--- config.mk ---
export PLATFORM = sky130hd
export DESIGN_NAME = stac_ctrl
export DESIGN_NICKNAME = d
export VERILOG_FILES = /design/src/rtl/core/stac_pkg.sv /design/src/rtl/core/stac_ctrl.sv
export SDC_FILE = /design/constraint.sdc
export NUM_CORES = 1
export LEC_CHECK = 0
export BUFFER_PORTS_ARGS = -buffer_cell sky130_fd_sc_hd__buf_2
export CELL_PAD_IN_SITES_DETAIL_PLACEMENT = 0
export CELL_PAD_IN_SITES_GLOBAL_PLACEMENT = 1
export CORE_AREA = 4 4 41 43
export DETAILED_ROUTE_END_ITERATION = 10
export DIE_AREA = 0 0 45 47
export PLACE_DENSITY = 0.68
export SLEW_MARGIN = 20
export SYNTH_ARGS = -nofsm -noshare
export SYNTH_HDL_FRONTEND = slang
export SYNTH_SLANG_ARGS = --single-unit
--- constraint.sdc ---
create_clock -name aclk -period 2 [get_ports aclk]
set_clock_uncertainty 0.05 [all_clocks]
set_input_delay 0.1 -clock aclk [delete_from_list [all_inputs] [get_ports aclk]]
set_output_delay 0.1 -clock aclk [all_outputs]
set_load 0.02 [all_outputs]
--- src/rtl/core/stac_pkg.sv ---
// Shared types, constants and codes for the state timeline admission table.
package stac_pkg;

    localparam int SLOTS        = 64;
    localparam int IDX_W        = $clog2(SLOTS);
    localparam int CNT_W        = IDX_W + 1;
    localparam int REQ_W        = 11;
    localparam int MAX_RETAINED = 1024;
    localparam int TIME_W       = 63;
    localparam int ID_W         = 32;
    localparam int PADDR_W      = 4;

    localparam logic [1:0] REG_MIN_INTERVAL = 2'd0;
    localparam logic [1:0] REG_MAX_STATES   = 2'd1;
    localparam logic [1:0] REG_MAX_REQUESTS = 2'd2;

    typedef enum logic [1:0] {
        OP_REQUEST,
        OP_COMMIT,
        OP_FINALIZE,
        OP_QUERY
    } op_t;

    typedef enum logic [3:0] {
        ST_OK,
        ST_BAD_REQUEST,
        ST_DUPLICATE,
        ST_OUT_OF_ORDER,
        ST_FINALIZED,
        ST_REQ_CAP,
        ST_STATE_CAP,
        ST_BAD_COMMIT,
        ST_CONFLICT,
        ST_REGRESSION
    } status_t;

    typedef enum logic [1:0] {
        DISP_SHARE,
        DISP_SUPPRESS,
        DISP_NEW
    } disp_t;

    typedef enum logic [1:0] {
        ACT_NONE,
        ACT_UPDATE,
        ACT_INSERT,
        ACT_COMPACT
    } act_t;

    typedef enum logic [2:0] {
        S_IDLE,
        S_SCAN,
        S_DECIDE,
        S_MOVE,
        S_WRITE,
        S_FINISH
    } ctl_state_t;

    typedef struct packed {
        logic [1:0]        opcode;
        logic [TIME_W-1:0] event_time;
        logic [ID_W-1:0]   request_id;
        logic              request_wellformed;
        logic [ID_W-1:0]   commit_id;
    } in_item_t;

    typedef struct packed {
        logic [3:0]        status;
        logic [1:0]        disposition;
        logic [TIME_W-1:0] entry_time;
        logic              entry_committed;
        logic [ID_W-1:0]   entry_commit_id;
        logic [REQ_W-1:0]  count_a;
        logic [REQ_W-1:0]  count_b;
        logic              finalized_valid;
        logic [TIME_W-1:0] finalized_time;
        logic              last_valid;
        logic [ID_W-1:0]   last_request;
    } out_item_t;

    typedef struct packed {
        logic [TIME_W-1:0] etime;
        logic [REQ_W-1:0]  reqs;
        logic              committed;
        logic [ID_W-1:0]   cid;
    } entry_t;

    typedef struct packed {
        logic [31:0] min_interval;
        logic [6:0]  max_states;
        logic [10:0] max_requests;
    } cfg_t;

    typedef struct packed {
        act_t              act;
        logic [CNT_W-1:0]  pos;
        entry_t            ent;
        logic [CNT_W-1:0]  k;
        logic [CNT_W-1:0]  count;
        logic [REQ_W-1:0]  retained;
        logic              final_set;
        logic [TIME_W-1:0] final_time;
        logic              last_set;
        logic [ID_W-1:0]   last_id;
        out_item_t         out;
    } plan_t;

    typedef struct packed {
        logic load;
        logic scan;
        logic decide;
        logic move;
        logic write;
        logic finish;
    } dp_cmd_t;

    typedef struct packed {
        logic scan_done;
        logic move_done;
        logic out_free;
        act_t act_now;
        act_t act;
    } dp_stat_t;

endpackage

--- src/rtl/core/stac_ctrl.sv ---
// Controller: sequences scan, decision, entry moves, write-back and result.
module stac_ctrl import stac_pkg::*; (
    input  logic     aclk,
    input  logic     aresetn,
    input  logic     s_valid,
    output logic     s_ready,
    input  dp_stat_t stat,
    output dp_cmd_t  cmd
);

    ctl_state_t state_reg;
    ctl_state_t state_next;

    always_ff @(posedge aclk) begin
        if (!aresetn) begin
            state_reg <= S_IDLE;
        end else begin
            state_reg <= state_next;
        end
    end

    always_comb begin
        state_next = state_reg;
        case (state_reg)
            S_IDLE: begin
                if (s_valid) state_next = S_SCAN;
            end
            S_SCAN: begin
                if (stat.scan_done) state_next = S_DECIDE;
            end
            S_DECIDE: begin
                case (stat.act_now)
                    ACT_INSERT, ACT_COMPACT: state_next = S_MOVE;
                    ACT_UPDATE:              state_next = S_WRITE;
                    default:                 state_next = S_FINISH;
                endcase
            end
            S_MOVE: begin
                if (stat.move_done) begin
                    state_next = (stat.act == ACT_INSERT) ? S_WRITE : S_FINISH;
                end
            end
            S_WRITE: begin
                state_next = S_FINISH;
            end
            S_FINISH: begin
                if (stat.out_free) state_next = S_IDLE;
            end
            default: begin
                state_next = S_IDLE;
            end
        endcase
    end

    always_comb begin
        cmd     = '0;
        s_ready = 1'b0;
        case (state_reg)
            S_IDLE: begin
                s_ready  = 1'b1;
                cmd.load = s_valid;
            end
            S_SCAN:   cmd.scan   = 1'b1;
            S_DECIDE: cmd.decide = 1'b1;
            S_MOVE:   cmd.move   = 1'b1;
            S_WRITE:  cmd.write  = 1'b1;
            S_FINISH: cmd.finish = stat.out_free;
            default: begin
                cmd = '0;
            end
        endcase
    end

endmodule

# Word level (Yosys, flattened, before mapping)
# Cells that the tools add are included.
# classes
eq_ne	13
n_mux	14
n_reduce_logical	3
# ops
cell	count
$pmux 3 s6	1
$mux 3	4
$mux 1	8
$ne 2x2->1 const B	4
$eq 2x2->1 const B	3
$eq 3x2->1 const B	2
$eq 3x3->1 const B	2
$pmux 3 s2	1
$reduce_and 4->1	1
$eq 3x1->1 const B	1
$logic_not 3->1	1
$eq 2x1->1 const B	1
$reduce_or 2->1	1
# totals
register_bits	3
wordCells	31

# Depth between registers and ports, before layout
# logic_depth
ltp_word	4
depth_mapped	5

# Least setup slack after synthesis
# No wires, ideal clock.
# synth_timing
path_type	reg2out
from	reg state_reg[2]
to	out cmd[5] (netlist bit)
arrival_ns	1.307
required_time_ns	1.850
path_slack_ns	0.543
stages_incl_launch_ff	4
n_path_buf	1
cell_sequence	dfxtp_1 -> buf_2 -> nor3_1 -> and2_1
# synth_rtl
item	line	text
start: declaration	stac_ctrl.sv:11	ctl_state_t state_reg;
start signal: assignment	stac_ctrl.sv:18	state_reg <= state_next;
end: declaration	stac_ctrl.sv:8	output dp_cmd_t cmd

==> flow_metrics.env <==
export IMPL_finalHoldViolCount=0
export IMPL_rows=13
export IMPL_num_antenna_cells=0
export IMPL_gp_congestion=0.7333
export IMPL_grt_use_total=0.07182
export IMPL_yosysMostFrequentCell="nor2_1"
export IMPL_synth_top_cells_by_area="dfxtp_1 21%, nor3b_1 8.0%, nand3b_4 7.1%"
export IMPL_syn_cell_area_um2=281.5
export IMPL_postCtsResizedCells=0
export IMPL_min_path_type="in -> reg"
export IMPL_synth_ff_type="dfxtp_1"
export IMPL_ys_ff_latch=3
export IMPL_multi_input_area_um2=196.4
export IMPL_clk_latency_ns=0.23
export IMPL_drc=0
export IMPL_core_um2=1301
export IMPL_leakage_nw=0.1939
export IMPL_via_count=309
export IMPL_io_buffers=16
export IMPL_setup_tns_ns=0
export IMPL_drv_cap=0
export IMPL_antenna_left=0
export IMPL_first_iter_violations=6
export IMPL_crit_path_start_kind="flop"
export IMPL_synthCells=35
export IMPL_root_buffer="clkbuf_4"
export IMPL_yosys_warnings=0
export IMPL_setup_violations=0
export IMPL_postCtsSetupRepairBufs=0
export IMPL_die_h_um=47
export IMPL_rsz0062_at_grt="no"
export IMPL_worst_pin_slew_ns=0.4198
export IMPL_period_minus_slack_ns=1.429
export IMPL_synth_commonest_cells="4 x nor2_1, 3 x a21oi_1, 3 x dfxtp_1, 3 x nor3b_1"
export IMPL_die_width_um=45
export IMPL_grt_overflow=0
export IMPL_viasPerCell=4.612
export IMPL_cts_htree_levels=1
export IMPL_fmax_mhz=699.8
export IMPL_synth_edff_count=0
export IMPL_grt_pass1_vias=269
export IMPL_grt_max_degree=15
export IMPL_antenna_found_initial=0
export IMPL_syn_nets=45
export IMPL_regArea_um2=60.06
export IMPL_drt_pass1_iter_count=4
export IMPL_ys_seq_area_frac=0.2133
export IMPL_slew_viol_final=0
export IMPL_slew_headroom=0.7198
export IMPL_largest_reg_flops=3
export IMPL_grt_pass1_wl_um=1090
export IMPL_crit_type="reg -> out"
export IMPL_r2r_setup_slack_ns=0.64
export IMPL_ys_types=23
export IMPL_critPathMaxFanout=12
export IMPL_fill_cells=165
export IMPL_tritoncts="done"
export IMPL_synth_largest_area_cell="dfxtp_1"
export IMPL_power_density_nw_per_um2=842.7
export IMPL_avgRoutedWirePerCell_um=9.493
export IMPL_drive_above_1_share=0.4231
export IMPL_clock_path_buffers=2
export IMPL_pin_count=17
export IMPL_ir_drop_uv=395.8
export IMPL_holdBufCountCts=0
export IMPL_worstPathArrival_ns=1.28
export IMPL_cts_clk_slew_worst_paths_ns=0.03
export IMPL_end_kind="output port"
export IMPL_nets=63
export IMPL_avgSynthCellArea_um2=8.043
export IMPL_synthArstFlopShare=0
export IMPL_routed_wl_um=636
export IMPL_dieArea_um2=2115
export IMPL_cp_data_required_time_ns=1.85
export IMPL_cts_buffers=3
export IMPL_finalCritPeriodShare=0.7145
export IMPL_hold_ws_ns=0.07591
export IMPL_status="finished, final reports clean"
export IMPL_area_growth_pct=36.89
export IMPL_utilization=0.2962
export IMPL_synth_top_area_share=0.2133
export IMPL_start_util=0.2163
export IMPL_clock_sinks=3
## layout make-up
type	instances	share of cell area
Sequential cell	3	0.1558
Tap cell	15	0.04870
Clock buffer	4	0.06818
Timing Repair Buffer	16	0.2078
Inverter	1	0.009740
Multi-Input combinational cell	28	0.5097
## logic make-up (layout without fill, tap and decap cells)
family	count (synthesis)	count (layout)	share of synthesized area
AOI/OAI and AO/OA	10	10	0.2445
buffers and inverters	4	21	0.08887
and+or+nand+nor	17	17	0.4133
DFF	3	3	0.2133
muxes	1	1	0.04000
## worst max-delay path: stages, from the launching register on
cell	delay, ns
dfxtp_1	0.57
nand2b_1	0.26
nor2_1	0.07
buf_2	0.16
## report_power, final
group          internal (W)  leakage (nW)  switching [W]   total, W
clock network     0.0000746        0.0150      0.0000280   0.000103
logic             0.0000576         0.154      0.0000649   0.000123
registers         0.0000699        0.0246      0.0000297  0.0000996
## layer usage
metal | track usage | vias up | wire length [um]
met2 | 0.1045 | 10 | 290
met5 | 0 | - | 0
li1 | - | 161 | -
met4 | 0.03509 | 0 | 0
met1 | 0.08844 | 138 | 289
met3 | 0.03448 | 0 | 55
## through the flow
stage	power (W)	cells	setup slack [ns]	instance area, um^2
floorplan	0.0001911	35	0.5431	281.5
global placement	0.0002255	63	0.6544	359.1
detailed placement	0.0002244	63	0.6439	359.1
CTS	0.0003337	67	0.5573	385.4
global route	0.0003562	67	0.4804	385.4
finish	0.0003248	67	0.5710	385.4
## final timing paths
| path | from | endpoint | depth (start not counted) |
|---|---|---|---|
| setup / recovery | state_reg[1]$_SDFFE_PN0P_ | cmd[0] | 3 |
| hold reg to reg | state_reg[2]$_SDFFE_PN0P_ | state_reg[1]$_SDFFE_PN0P_ | 1 |
| setup reg to reg | state_reg[1]$_SDFFE_PN0P_ | state_reg[0]$_SDFFE_PN0P_ | 3 |
| hold / removal | aresetn | state_reg[2]$_SDFFE_PN0P_ | 2 |
## cell usage in the layout, fill, tap and decap left out, drive strengths merged
cell type,instances
o21a,1
o221ai,1
dfxtp,3
and2,1
nand2,2
o22ai,1
o21ai,2
mux2,1
nand3b,1
clkbuf,4
buf,16
nor3,1
a32o,1
nor2b,1
a21oi,3
nor2,4
a21boi,1
and3b,1
nand2b,2
inv,1
nor3b,4
No activity file was read; power rests on OpenSTA's default activity.
